<file path="config.mk">
export PLATFORM = sky130hd
export DESIGN_NAME = masked_sliding_median_filter
export DESIGN_NICKNAME = d
export VERILOG_FILES = /design/src/msmf_pkg.sv /design/src/masked_sliding_median_filter.sv /design/src/msmf_rank.sv
export VERILOG_INCLUDE_DIRS = /design/src /design/src/src
export SDC_FILE = /design/constraint.sdc
export NUM_CORES = 1
export LEC_CHECK = 0
export BUFFER_PORTS_ARGS = -buffer_cell sky130_fd_sc_hd__buf_2
export CAP_MARGIN = 20
export CORE_MARGIN = 2
export CORE_UTILIZATION = 59
export DETAILED_ROUTE_END_ITERATION = 12
export PLACE_DENSITY_LB_ADDON = 0.08
export SYNTH_ARGS = -nofsm -noshare
export SYNTH_HDL_FRONTEND = slang
export SYNTH_HIERARCHICAL = 1
export SYNTH_SLANG_ARGS = --single-unit
export TNS_END_PERCENT = 1
</file>
<file path="constraint.sdc">
create_clock -name clk_i -period 12.3 [get_ports clk_i]
set_clock_uncertainty 0.1 [all_clocks]
set_input_delay 2.46 -clock clk_i [delete_from_list [all_inputs] [get_ports clk_i]]
set_output_delay 2.46 -clock clk_i [all_outputs]
set_load 0.005 [all_outputs]
</file>
<file path="src/masked_sliding_median_filter_defines.svh">
// ----------------------------------------------------------------------------
// masked sliding median filter assertion macros
// shared property wrappers, clocked on clk_i and quiet during reset
// ----------------------------------------------------------------------------
`ifndef MASKED_SLIDING_MEDIAN_FILTER_DEFINES_SVH
`define MASKED_SLIDING_MEDIAN_FILTER_DEFINES_SVH

// consequent must hold in the same cycle as the antecedent
`define MSMF_ASSERT_NOW(lbl, ante, cons, msg) \
  lbl: assert property (@(posedge clk_i) disable iff (!rst_ni) (ante) |-> (cons)) \
    else $error(msg);

// consequent must hold in the cycle after the antecedent
`define MSMF_ASSERT_NEXT(lbl, ante, cons, msg) \
  lbl: assert property (@(posedge clk_i) disable iff (!rst_ni) (ante) |=> (cons)) \
    else $error(msg);

`endif

</file>
<file path="src/msmf_pkg.sv">
// ----------------------------------------------------------------------------
// msmf_pkg
// shared widths, reset values, sequencer states and rank step control
// ----------------------------------------------------------------------------
`timescale 1ns / 1ps

package msmf_pkg;

  localparam int WINDOW_DEF = 5;
  localparam int VAL_W      = 16;
  localparam int SRC_W      = 8;
  localparam int FRAME_W    = 32;
  localparam int MV_W       = 3;
  localparam int NUM_LANES  = 4;

  localparam logic [MV_W-1:0] MIN_VALID_RST = 3'd3;

  // lane order of the rank unit
  localparam int LANE_LINE_FIRST  = 0;
  localparam int LANE_LINE_SECOND = 1;
  localparam int LANE_END_FIRST   = 2;
  localparam int LANE_END_SECOND  = 3;

  typedef enum logic [1:0] {
    ST_IDLE,
    ST_RANK,
    ST_DRAIN,
    ST_WRITE
  } msmf_state_e;

  // control of one compare step, aligned with the registered memory reads
  typedef struct packed {
    logic vld;
    logic first;
    logic last;
    logic oth_before_cand;
    logic line_cand_ok;
    logic line_oth_ok;
    logic end_cand_ok;
    logic end_oth_ok;
  } msmf_step_t;

endpackage

</file>
<file path="src/masked_sliding_median_filter.sv">
// ----------------------------------------------------------------------------
// masked_sliding_median_filter
// two ring windows of recent line parameters; outputs the upper median of
// the valid window entries once enough of them are present
// ----------------------------------------------------------------------------
// channel  dir  handshake                  payload
// in       in   in_valid_i / in_stall_o    source_id_i .. end_second_i
// out      out  out_valid_o / out_stall_i  line_first_out_o .. frame_count_o
// cfg      in   cfg_valid_i / cfg_ready_o  cfg_data_i (min_valid)
//
// an item that needs a median passes through the rank, drain and write states:
// the rank unit compares every pair of window entries, one pair a cycle
// an item that passes raw goes from idle straight to the write state
// reset clears positions, fills and flags at once, no clearing pass
// a stalled output holds the block only while the output register is full
`timescale 1ns / 1ps
`include "masked_sliding_median_filter_defines.svh"

module masked_sliding_median_filter
  import msmf_pkg::*;
#(
  parameter int WINDOW = WINDOW_DEF
) (
  input  logic                    clk_i,
  input  logic                    rst_ni,
  input  logic                    in_valid_i,
  output logic                    in_stall_o,
  input  logic [SRC_W-1:0]        source_id_i,
  input  logic signed [VAL_W-1:0] line_first_i,
  input  logic signed [VAL_W-1:0] line_second_i,
  input  logic                    line_ok_i,
  input  logic                    end_present_i,
  input  logic signed [VAL_W-1:0] end_first_i,
  input  logic signed [VAL_W-1:0] end_second_i,
  output logic                    out_valid_o,
  input  logic                    out_stall_i,
  output logic signed [VAL_W-1:0] line_first_out_o,
  output logic signed [VAL_W-1:0] line_second_out_o,
  output logic                    line_smoothed_o,
  output logic                    end_present_out_o,
  output logic signed [VAL_W-1:0] end_first_out_o,
  output logic signed [VAL_W-1:0] end_second_out_o,
  output logic                    end_smoothed_o,
  output logic [FRAME_W-1:0]      frame_count_o,
  input  logic                    cfg_valid_i,
  output logic                    cfg_ready_o,
  input  logic [MV_W-1:0]         cfg_data_i
);

  localparam int IDX_W = (WINDOW > 1) ? $clog2(WINDOW) : 1;
  localparam int CNT_W = $clog2(WINDOW + 1);
  localparam int CMP_W = (CNT_W > MV_W) ? CNT_W : MV_W;
  localparam logic [IDX_W-1:0] LAST_IDX = IDX_W'(WINDOW - 1);
  localparam logic [CNT_W-1:0] FULL_CNT = CNT_W'(WINDOW);

  msmf_state_e state_q, state_d;

  logic [MV_W-1:0]    min_valid_q;
  logic [SRC_W-1:0]   prev_src_q;
  logic [FRAME_W-1:0] frame_cnt_q;
  logic [IDX_W-1:0]   line_pos_q, end_pos_q;
  logic [CNT_W-1:0]   line_fill_q, end_fill_q, line_cnt_q;
  logic [WINDOW-1:0]  line_ok_q;
  logic [WINDOW-1:0]  line_vld, end_vld;

  logic [2*VAL_W-1:0] line_mem [WINDOW];
  logic [2*VAL_W-1:0] end_mem  [WINDOW];
  logic [2*VAL_W-1:0] line_rd_cand_q, line_rd_oth_q, end_rd_cand_q, end_rd_oth_q;

  logic [IDX_W-1:0] i_q, j_q;
  msmf_step_t       step_d, step_q;

  // item registers
  logic signed [VAL_W-1:0] raw_lf_q, raw_ls_q, raw_ef_q, raw_es_q;
  logic                    ep_q, line_sm_q, end_sm_q;
  logic [CNT_W-1:0]        line_tgt_q, end_tgt_q;

  // output register
  logic                    out_valid_q;
  logic signed [VAL_W-1:0] out_lf_q, out_ls_q, out_ef_q, out_es_q;
  logic                    out_lsm_q, out_ep_q, out_esm_q;
  logic [FRAME_W-1:0]      out_frame_q;

  logic                    accept, rank_issue, out_free, out_load;
  logic                    src_chg, old_ok, line_sm_new, end_sm_new;
  logic [IDX_W-1:0]        line_base_pos, line_pos_new, end_pos_new;
  logic [CNT_W-1:0]        line_base_fill, line_base_cnt, line_fill_new, line_cnt_new;
  logic [CNT_W-1:0]        end_fill_new;
  logic signed [VAL_W-1:0] med [NUM_LANES];

  // entry validity: written since the last clear, and flagged ok for lines
  always_comb begin
    for (int k = 0; k < WINDOW; k++) begin
      line_vld[k] = line_ok_q[k] && (CNT_W'(k) < line_fill_q);
      end_vld[k]  = CNT_W'(k) < end_fill_q;
    end
  end

  // window update for the item being accepted
  always_comb begin
    src_chg        = source_id_i != prev_src_q;
    line_base_pos  = src_chg ? '0 : line_pos_q;
    line_base_fill = src_chg ? '0 : line_fill_q;
    line_base_cnt  = src_chg ? '0 : line_cnt_q;
    old_ok         = src_chg ? 1'b0 : line_vld[line_pos_q];
    line_pos_new   = (line_base_pos == LAST_IDX) ? '0 : line_base_pos + IDX_W'(1);
    line_fill_new  = (line_base_fill == FULL_CNT) ? FULL_CNT
                                                  : line_base_fill + CNT_W'(1);
    line_cnt_new   = line_base_cnt - CNT_W'(old_ok) + CNT_W'(line_ok_i);
    if (end_present_i) begin
      end_pos_new  = (end_pos_q == LAST_IDX) ? '0 : end_pos_q + IDX_W'(1);
      end_fill_new = (end_fill_q == FULL_CNT) ? FULL_CNT : end_fill_q + CNT_W'(1);
    end else begin
      end_pos_new  = '0;
      end_fill_new = '0;
    end
    line_sm_new = line_ok_i && (CMP_W'(line_cnt_new) >= CMP_W'(min_valid_q));
    end_sm_new  = end_present_i && (CMP_W'(end_fill_new) >= CMP_W'(min_valid_q));
  end

  // sequencer: next state
  always_comb begin
    state_d = state_q;
    unique case (state_q)
      ST_IDLE: begin
        if (in_valid_i) begin
          state_d = (line_sm_new || end_sm_new) ? ST_RANK : ST_WRITE;
        end
      end
      ST_RANK: begin
        if ((i_q == LAST_IDX) && (j_q == LAST_IDX)) begin
          state_d = ST_DRAIN;
        end
      end
      ST_DRAIN: begin
        state_d = ST_WRITE;
      end
      ST_WRITE: begin
        if (out_free) begin
          state_d = ST_IDLE;
        end
      end
      default: begin
        state_d = ST_IDLE;
      end
    endcase
  end

  // sequencer: outputs
  always_comb begin
    in_stall_o = 1'b1;
    rank_issue = 1'b0;
    out_load   = 1'b0;
    unique case (state_q)
      ST_IDLE:  in_stall_o = 1'b0;
      ST_RANK:  rank_issue = 1'b1;
      ST_DRAIN: ;
      ST_WRITE: out_load   = out_free;
      default:  ;
    endcase
  end

  assign accept   = in_valid_i && !in_stall_o;
  assign out_free = !out_valid_q || !out_stall_i;

  always_comb begin
    step_d.vld             = rank_issue;
    step_d.first           = j_q == '0;
    step_d.last            = j_q == LAST_IDX;
    step_d.oth_before_cand = j_q < i_q;
    step_d.line_cand_ok    = line_vld[i_q];
    step_d.line_oth_ok     = line_vld[j_q];
    step_d.end_cand_ok     = end_vld[i_q];
    step_d.end_oth_ok      = end_vld[j_q];
  end

  always_ff @(posedge clk_i or negedge rst_ni) begin
    if (!rst_ni) begin
      state_q     <= ST_IDLE;
      min_valid_q <= MIN_VALID_RST;
      prev_src_q  <= '0;
      frame_cnt_q <= '0;
      line_pos_q  <= '0;
      line_fill_q <= '0;
      line_cnt_q  <= '0;
      line_ok_q   <= '0;
      end_pos_q   <= '0;
      end_fill_q  <= '0;
      i_q         <= '0;
      j_q         <= '0;
      step_q      <= '0;
      out_valid_q <= 1'b0;
    end else begin
      state_q <= state_d;
      step_q  <= step_d;
      if (cfg_valid_i) begin
        min_valid_q <= cfg_data_i;
      end
      if (accept) begin
        prev_src_q               <= source_id_i;
        frame_cnt_q              <= frame_cnt_q + FRAME_W'(1);
        line_ok_q[line_base_pos] <= line_ok_i;
        line_pos_q               <= line_pos_new;
        line_fill_q              <= line_fill_new;
        line_cnt_q               <= line_cnt_new;
        end_pos_q                <= end_pos_new;
        end_fill_q               <= end_fill_new;
        i_q                      <= '0;
        j_q                      <= '0;
      end else if (rank_issue) begin
        if (j_q == LAST_IDX) begin
          j_q <= '0;
          i_q <= (i_q == LAST_IDX) ? '0 : i_q + IDX_W'(1);
        end else begin
          j_q <= j_q + IDX_W'(1);
        end
      end
      if (out_load) begin
        out_valid_q <= 1'b1;
      end else if (!out_stall_i) begin
        out_valid_q <= 1'b0;
      end
    end
  end

  // window memories: one write each, candidate and other read each cycle while ranking
  always_ff @(posedge clk_i) begin
    if (accept) begin
      line_mem[line_base_pos] <= {line_first_i, line_second_i};
    end
    if (accept && end_present_i) begin
      end_mem[end_pos_q] <= {end_first_i, end_second_i};
    end
    if (rank_issue) begin
      line_rd_cand_q <= line_mem[i_q];
      line_rd_oth_q  <= line_mem[j_q];
      end_rd_cand_q  <= end_mem[i_q];
      end_rd_oth_q   <= end_mem[j_q];
    end
  end

  always_ff @(posedge clk_i) begin
    if (accept) begin
      raw_lf_q   <= line_first_i;
      raw_ls_q   <= line_second_i;
      raw_ef_q   <= end_first_i;
      raw_es_q   <= end_second_i;
      ep_q       <= end_present_i;
      line_sm_q  <= line_sm_new;
      end_sm_q   <= end_sm_new;
      line_tgt_q <= line_cnt_new >> 1;
      end_tgt_q  <= end_fill_new >> 1;
    end
    if (out_load) begin
      out_lf_q    <= line_sm_q ? med[LANE_LINE_FIRST]  : raw_lf_q;
      out_ls_q    <= line_sm_q ? med[LANE_LINE_SECOND] : raw_ls_q;
      out_ef_q    <= end_sm_q  ? med[LANE_END_FIRST]   : raw_ef_q;
      out_es_q    <= end_sm_q  ? med[LANE_END_SECOND]  : raw_es_q;
      out_lsm_q   <= line_sm_q;
      out_ep_q    <= ep_q;
      out_esm_q   <= end_sm_q;
      out_frame_q <= frame_cnt_q;
    end
  end

  msmf_rank #(
    .WINDOW (WINDOW)
  ) u_rank (
    .clk_i       (clk_i),
    .rst_ni      (rst_ni),
    .step_i      (step_q),
    .line_cand_i (line_rd_cand_q),
    .line_oth_i  (line_rd_oth_q),
    .end_cand_i  (end_rd_cand_q),
    .end_oth_i   (end_rd_oth_q),
    .line_tgt_i  (line_tgt_q),
    .end_tgt_i   (end_tgt_q),
    .med_o       (med)
  );

  assign cfg_ready_o       = 1'b1;
  assign out_valid_o       = out_valid_q;
  assign line_first_out_o  = out_lf_q;
  assign line_second_out_o = out_ls_q;
  assign line_smoothed_o   = out_lsm_q;
  assign end_present_out_o = out_ep_q;
  assign end_first_out_o   = out_ef_q;
  assign end_second_out_o  = out_es_q;
  assign end_smoothed_o    = out_esm_q;
  assign frame_count_o     = out_frame_q;

  `MSMF_ASSERT_NEXT(a_accept_starts_work, accept,
    (state_q == ST_RANK) || (state_q == ST_WRITE), "accepted item did not start work")
  `MSMF_ASSERT_NOW(a_fill_in_range, 1'b1,
    (line_fill_q <= FULL_CNT) && (end_fill_q <= FULL_CNT), "window fill beyond depth")
  `MSMF_ASSERT_NOW(a_count_le_fill, 1'b1,
    line_cnt_q <= line_fill_q, "valid count exceeds line fill")
  `MSMF_ASSERT_NEXT(a_out_only_from_write, !out_valid_q && (state_q != ST_WRITE),
    !out_valid_q, "result shown without a write step")

endmodule

</file>
<file path="src/msmf_rank.sv">
// ----------------------------------------------------------------------------
// msmf_rank
// shared four-lane rank unit: one candidate/other compare per lane per cycle,
// keeps the candidate whose rank among the valid entries equals the target
// ----------------------------------------------------------------------------
`timescale 1ns / 1ps

module msmf_rank
  import msmf_pkg::*;
#(
  parameter int WINDOW = WINDOW_DEF,
  localparam int CNT_W = $clog2(WINDOW + 1)
) (
  input  logic                    clk_i,
  input  logic                    rst_ni,
  input  msmf_step_t              step_i,
  input  logic [2*VAL_W-1:0]      line_cand_i,
  input  logic [2*VAL_W-1:0]      line_oth_i,
  input  logic [2*VAL_W-1:0]      end_cand_i,
  input  logic [2*VAL_W-1:0]      end_oth_i,
  input  logic [CNT_W-1:0]        line_tgt_i,
  input  logic [CNT_W-1:0]        end_tgt_i,
  output logic signed [VAL_W-1:0] med_o [NUM_LANES]
);

  logic signed [VAL_W-1:0] cand    [NUM_LANES];
  logic signed [VAL_W-1:0] oth     [NUM_LANES];
  logic                    cand_ok [NUM_LANES];
  logic                    oth_ok  [NUM_LANES];
  logic [CNT_W-1:0]        tgt     [NUM_LANES];
  logic [CNT_W-1:0]        rank    [NUM_LANES];
  logic [CNT_W-1:0]        acc_q   [NUM_LANES];
  logic signed [VAL_W-1:0] med_q   [NUM_LANES];

  always_comb begin
    cand[LANE_LINE_FIRST]     = line_cand_i[2*VAL_W-1:VAL_W];
    cand[LANE_LINE_SECOND]    = line_cand_i[VAL_W-1:0];
    cand[LANE_END_FIRST]      = end_cand_i[2*VAL_W-1:VAL_W];
    cand[LANE_END_SECOND]     = end_cand_i[VAL_W-1:0];
    oth[LANE_LINE_FIRST]      = line_oth_i[2*VAL_W-1:VAL_W];
    oth[LANE_LINE_SECOND]     = line_oth_i[VAL_W-1:0];
    oth[LANE_END_FIRST]       = end_oth_i[2*VAL_W-1:VAL_W];
    oth[LANE_END_SECOND]      = end_oth_i[VAL_W-1:0];
    cand_ok[LANE_LINE_FIRST]  = step_i.line_cand_ok;
    cand_ok[LANE_LINE_SECOND] = step_i.line_cand_ok;
    cand_ok[LANE_END_FIRST]   = step_i.end_cand_ok;
    cand_ok[LANE_END_SECOND]  = step_i.end_cand_ok;
    oth_ok[LANE_LINE_FIRST]   = step_i.line_oth_ok;
    oth_ok[LANE_LINE_SECOND]  = step_i.line_oth_ok;
    oth_ok[LANE_END_FIRST]    = step_i.end_oth_ok;
    oth_ok[LANE_END_SECOND]   = step_i.end_oth_ok;
    tgt[LANE_LINE_FIRST]      = line_tgt_i;
    tgt[LANE_LINE_SECOND]     = line_tgt_i;
    tgt[LANE_END_FIRST]       = end_tgt_i;
    tgt[LANE_END_SECOND]      = end_tgt_i;
  end

  // ties broken by entry index so ranks form a permutation of 0..n-1
  always_comb begin
    for (int k = 0; k < NUM_LANES; k++) begin
      rank[k] = (step_i.first ? '0 : acc_q[k]) +
                CNT_W'(oth_ok[k] && ((oth[k] < cand[k]) ||
                                     ((oth[k] == cand[k]) && step_i.oth_before_cand)));
    end
  end

  always_ff @(posedge clk_i or negedge rst_ni) begin
    if (!rst_ni) begin
      for (int k = 0; k < NUM_LANES; k++) begin
        acc_q[k] <= '0;
        med_q[k] <= '0;
      end
    end else begin
      for (int k = 0; k < NUM_LANES; k++) begin
        if (step_i.vld) begin
          acc_q[k] <= rank[k];
          if (step_i.last && cand_ok[k] && (rank[k] == tgt[k])) begin
            med_q[k] <= cand[k];
          end
        end
      end
    end
  end

  assign med_o = med_q;

endmodule

</file>
[Word-level counts from Yosys, hierarchy flattened]
Memories as Yosys holds them, arrays and structs flattened. A register that Yosys moved wholly into a read port is not among the register bits.
Cells that the tools add are included.
Operators by class
  $add $sub $neg: 13
  $mul: 0
  div/mod/pow operators: 0
  $lt $le $gt $ge: 22
  equality and inequality tests: 22
  shifts and indexed selects: 0
  mux-type cells: 52
  bitwise operators: 0
  reduce and logical (&&, ||, !) cells: 43
Operators by type and width (number)
  $eq 16x16->1: 4
  $lt 16x16->1: 4
  $mux 16: 4
  $mux 3: 20
  $add 32x1->32 const B: 1
  $logic_and 1x1->1: 25
  $add 3x1->3 const B: 6
  $eq 3x3->1 const B: 6
  $lt 3x4->1 const B: 4
  $mux 1: 16
  $add 3x1->3: 5
  $bmux 1 s3: 5
  $eq 3x2->1: 4
  $lt 1x3->1 const A: 4
  $lt 2x3->1 const A: 4
  $reduce_and 2->1: 5
  $mux 2: 4
  $ne 8x8->1: 1
  $pmux 2 s4: 1
  $ge 3x3->1: 2
  $logic_or 1x1->1: 6
  $lt 3x3->1 const A: 2
  $ne 2x2->1 const B: 3
  $bwmux 5: 1
  12 further kinds: 15
Word-level totals
  register bits after elaboration: 326
  latch bits: 0
  bits in writable memories: 320
  memory bits (read-only): 0
  input bits: 82
  output and inout bits: 102
  word-level logic and storage cells: 200
  memories kept: 2
Memory list
  end_mem: words 5, bits a word 32, read ports 2, clocked after Yosys merged registers in 2, wr ports 1, line masked_sliding_median_filter.sv:67  | logic [2*VAL_W-1:0] end_mem [WINDOW];
  line_mem: words 5, bits a word 32, read ports 2, clocked after Yosys merged registers in 2, wr ports 1, line masked_sliding_median_filter.sv:66  | logic [2*VAL_W-1:0] line_mem [WINDOW];

[Logic depth before layout (Yosys ltp)]
  word-level depth: 13
  depth in mapped cells: 18
  gate-level depth less buffers: 17

[By module]
Netlist, hierarchy kept.
Modules (own cells, without submodules)
  masked_sliding_median_filter: times used 1, cells an instance 1591, area each 28209.6 µm²
  msmf_rank: times used 1, cells an instance 517, area each 4798.4 µm²

[Worst setup path after synthesis]
No wires, ideal clock.
  path kind: input port to flip-flop
  start point: input out_stall_i
  end point: register out_ef_q[0], in the netlist end_first_out_o[0] (enable)
  arrival time: 9.636 ns
  path slack: 1.858 ns
  cell stages on the path: 1
  path through: a21boi_0
Between the ends
  word-level cells in the longest chain between the ends: 3
Ends and longest elaborated chain
  start: declaration: line masked_sliding_median_filter.sv:36  | input logic out_stall_i,
  $logic_not 1->1
  $logic_or 1x1->1: line masked_sliding_median_filter.sv:164  | assign out_free = !out_valid_q || !out_stall_i;
  $mux 1: line masked_sliding_median_filter.sv:154  | unique case (state_q)
  end signal: assignment: line masked_sliding_median_filter.sv:257  | out_ef_q <= end_sm_q ? med[LANE_END_FIRST] : raw_ef_q;
  end: declaration: line masked_sliding_median_filter.sv:80  | logic signed [VAL_W-1:0] out_lf_q, out_ls_q, out_ef_q, out_es_q;
No other way between the ends.
A chain may end at the register's enable or synchronous reset.

[Worst setup path in the final report]
  start point: input source_id_i[1]
  end point: register state_q[1]
Between the ends
  word-level cells in the longest chain between the ends: 10
  elaborated cells between the ends (all ways): 11
  classes of those cells: 2 x add/sub; 1 x order compare; 1 x eq/ne; 5 x mux; 2 x reduce/logical
Ends and longest elaborated chain
  start: declaration: line masked_sliding_median_filter.sv:28  | input logic [SRC_W-1:0] source_id_i,
  $ne 8x8->1 *: line masked_sliding_median_filter.sv:101  | src_chg = source_id_i != prev_src_q;
  $mux 3 / $mux 1 (equally long branches): line masked_sliding_median_filter.sv:104, masked_sliding_median_filter.sv:105
  $sub 3x1->3 *: line masked_sliding_median_filter.sv:109  | line_cnt_new = line_base_cnt - CNT_W'(old_ok) + CNT_W'(line_ok_i);
  $add 3x1->3 *: line masked_sliding_median_filter.sv:109
  via line_cnt_new[2]: line masked_sliding_median_filter.sv:87  | logic [CNT_W-1:0] line_base_fill, line_base_cnt, line_fill_new, line_cnt_new;
  $ge 3x3->1 *: line masked_sliding_median_filter.sv:117  | line_sm_new = line_ok_i && (CMP_W'(line_cnt_new) >= CMP_W'(min_valid_q));
  $logic_and 1x1->1 *: line masked_sliding_median_filter.sv:117
  via line_sm_new: line masked_sliding_median_filter.sv:85  | logic src_chg, old_ok, line_sm_new, end_sm_new;
  $logic_or 1x1->1 *: line masked_sliding_median_filter.sv:127  | state_d = (line_sm_new || end_sm_new) ? ST_RANK : ST_WRITE;
  $mux 2 *: line masked_sliding_median_filter.sv:127
  $mux 2 *: line masked_sliding_median_filter.sv:126  | if (in_valid_i) begin
  $pmux 2 s4 *: line masked_sliding_median_filter.sv:124  | unique case (state_q)
  end signal: assignment: line masked_sliding_median_filter.sv:194  | state_q <= state_d;
  end: declaration: line masked_sliding_median_filter.sv:56  | msmf_state_e state_q, state_d;
The timed path passes the listed nets; every way through them passes the cells marked *. The select of a mux whose other input is x is not followed.

==> flow_summary.ini <==
[clocking]
cts_htree_levels = 3
ctsHoldBuffers = 0
clockBufferDepth = 3
root_buffer = clkbuf_16
path_clk_slew_ps = 60
clk_latency_ps = 610
postCtsSetupRepairBufs = 0
cts_sinks = 774
post_cts_resized = 0
cts_tree = yes
numCtsBuffers = 80

[hold_path]
worstHoldStart = ep_q
worstHoldEndpoint = end_present_out_o
min_delay_path_depth = 0
hp-class = register to register

[yosys]
synth_cells = 2108
synthMuxAreaShare_pct = 14.0
postSynthAreaPerCell_um2 = 15.7
synth-simple-area-share_pct = 6.83
synthAdderAreaFrac_pct = 3.70
ys_async_sr_fraction_pct = 20.2
synth_compound_area_share_pct = 3.45
ys_seq_elements = 774
synth_area_leader_cell = edfxtp_1
synth_xor_xnor_area_share_pct = 1.51
yosys-top-cells-area = edfxtp_1 (56%), dfrtp_1 (12%), mux4_2 (8.7%)
ys_types = 67
synthesis.area_um2 = 33000
synth_top_family_by_area = multiplexers
synth_top_area_share_pct = 56.2
yosysWarnings = 6
synth_ff_type = edfxtp_1
yosysSeqAreaShare_pct = 68.1
synth_edf_count = 618

[critical_path]
critPathMaxStageDelay_ps = 450
required_ps = 12740
ff2ff_path_depth = 14
crit_start = source_id_i[1]
rr_endpoint = u_rank/med_o[32]
cpMaxStageDelayCell = nor2_2
cp-end-kind = register
startpoint_type = input port
path_cells = buf_2 -> xnor2_1 -> nand4_1 -> nor2_2 -> o211a_1 -> ha_1 -> inv_1 -> ha_1 -> inv_1 -> fa_1 -> inv_1 -> xnor2_1 -> ha_1 -> o21ai_0 -> a21oi_1 -> o311ai_0 -> o21a_1
path_class = input port to register
critical_path.max_fanout = 10
crit_arrival_ps = 5780
reg2reg_slack_ps = 8380
r2r_start = line_rd_cand_q[15]

[grt]
grt_pass1_vias = 19000
grt_max_degree = 73
antenna_found_initial = 4
grt_use_total_pct = 24.5
grt_pass1_wl_um = 106000
grt-ovfl-total = 0

[place]
dp_slack_ps = 6350
port_buffers = 182
placed_area_um2 = 34800
gp_congestion = 0.790
place_hpwl_um = 40600

[sta]
setup_viol = 0
hold_violations = 0
fmax_mhz = 187
final.setup.worst_slack_ps = 6960
finalSetupTns_ps = 0
worstMarginPinSlew_ps = 1050
rsz0062_at_grt = false
fin_crit_sh_pct = 43.4
fin_crit_ps = 5340
slew_violations = 0
slew_headroom_pct = 29.8

[status]
outcome = finished, final reports clean

[drt]
routed_wl_um = 68500
drt-initial-drc-count = 1303
vias = 18200
viasPerCell = 5.81
drc = 0
route.antenna.remaining_nets = 0
wl_per_cell_um = 21.9
dr.pass1.iters = 5

[cells_and_area]
seq_area_um2 = 22500
area_growth_pct = 13.9
final_nets = 2489
multi_input_area_um2 = 9830
finalInstanceArea_um2 = 37600
fillers = 3722
final_util_pct = 68.1
drive_gt1_share_pct = 27.3

[power]
max-vdd-ir-drop_mv = 0.131
p_per_area_nw_per_um2 = 214
leakage_uw = 0.0144

[floorplanning]
fp.dieW_um = 241
num_rows = 86
dieArea_um2 = 57900
core-area_um2 = 55200
pin_count = 184
die_h_um = 241
initial_core_util_pct = 59.8

[run]
cap_violations = 0
## synthesized netlist by cell type, drive strengths merged (5+ instances only)
cell / instances
edfxtp: 618
nand2: 346
dfrtp: 154
mux2: 150
mux4: 128
inv: 97
ha: 96
o21ai: 92
buf: 48
clkbuf: 48
a21oi: 45
xnor2: 44
nor2: 39
nand4: 29
nand3: 20
nor2b: 19
xor2: 13
a21o: 12
nor4: 11
and3: 8
a31oi: 7
mux2i: 6
and2: 5
o211ai: 5
or3: 5
## metrics by stage
stage / cells / hold WS [ps] / power [µW]
after floorplan: 2111 / 300 / 5020
after global placement: 2975 / 305 / 5500
after detailed placement: 2975 / 314 / 5550
after CTS: 3125 / 328 / 8100
after global routing: 3128 / 337 / 8420
final: 3129 / 326 / 8030
## kinds of logic (layout without fill, tap and decap cells)
family,after synthesis,count (layout)
buffers and inverters,195,462
muxes,284,284
and+or+nand+nor,505,505
xor gates and xnor gates,57,57
AOI/OAI and AO/OA,194,194
other,2,8
DFF,774,774
adders and majority gates,97,97
## layout make-up
type	count	share of cell area, %
Multi-Input combinational cell	1142	26.2
Inverter	99	0.998
Tap cell	748	2.49
Clock inverter	44	1.28
Antenna cell	3	0.0200
Sequential cell	774	59.8
Clock buffer	106	6.16
Timing Repair Buffer	213	3.11
## where the power goes
| group | total, µW | switching [µW] | internal (µW) |
|---|---|---|---|
| combinational | 1810 | 950 | 857 |
| clock | 2530 | 995 | 1540 |
| sequential | 3690 | 277 | 3410 |
| total | 8030 | 2220 | 5810 |
## worst max path at each step
stage	cells past startpoint	slack, ps	to
floorplan	1	1860	end_first_out_o[0]
global placement	17	6490	state_q[1]
detailed placement	17	6350	state_q[1]
CTS	17	6990	state_q[1]
global route	17	6700	state_q[1]
finish	17	6960	state_q[1]
## cells in the final DEF, fill, tap and decap left out, types with 5 or more instances in the layout
master	Yosys	final
o21ai_0	30	30
mux4_2	128	128
nor2_1	38	38
ha_1	96	95
nand4_1	28	28
or3_1	5	5
clkbuf_16	0	85
clkbuf_8	0	11
inv_1	97	96
xor2_1	13	13
bufinv_16	0	10
a21o_1	12	12
clkinv_1	2	6
clkbuf_1	48	10
buf_4	2	30
nand3_1	20	20
and2_1	5	5
o21ai_1	62	62
o211ai_1	5	5
nor2b_1	19	19
buf_2	30	181
nand2_1	346	346
clkinv_2	0	24
mux2i_1	6	6
dfrtp_1	154	148
mux2_1	5	5
and3_1	8	8
edfxtp_1	618	618
nor4_2	4	8
mux2_2	145	145
a21oi_1	45	44
xnor2_1	44	44
a31oi_1	7	7
conb_1	2	5
## metal layers
metal  up-vias  track usage (%)  wire length [µm]
li1       8311                -                 -
met1      9292             31.7             28000
met2       438             43.1             35600
met3       122             3.40              3130
met4         2             7.85              1690
met5         -                0                13
## sequential cells by signal (all words and copies together), names as in the netlist, 12 cells and up
register / cells
frame_cnt_q: 32
line_rd_oth_q: 32
raw_es_q: 16
raw_ef_q: 16
u_rank/med_o: 64
end_first_out_o: 16
frame_count_o: 32
raw_ls_q: 16
line_first_out_o: 16
u_rank/acc_q: 12
end_rd_cand_q: 32
end_rd_oth_q: 32
line_mem: 160
line_second_out_o: 16
end_second_out_o: 16
line_rd_cand_q: 32
raw_lf_q: 16
end_mem: 160
## worst max-delay path: cells and delay by family
kind | cells | cell delay (ps)
adders and majority gates | 4 | 1050
xor gates and xnor gates | 2 | 300
AOI/OAI and AO/OA | 5 | 1000
and+or+nand+nor | 2 | 650
buffers and inverters | 4 | 330
Note: power is estimated with default switching activity, not from simulation.
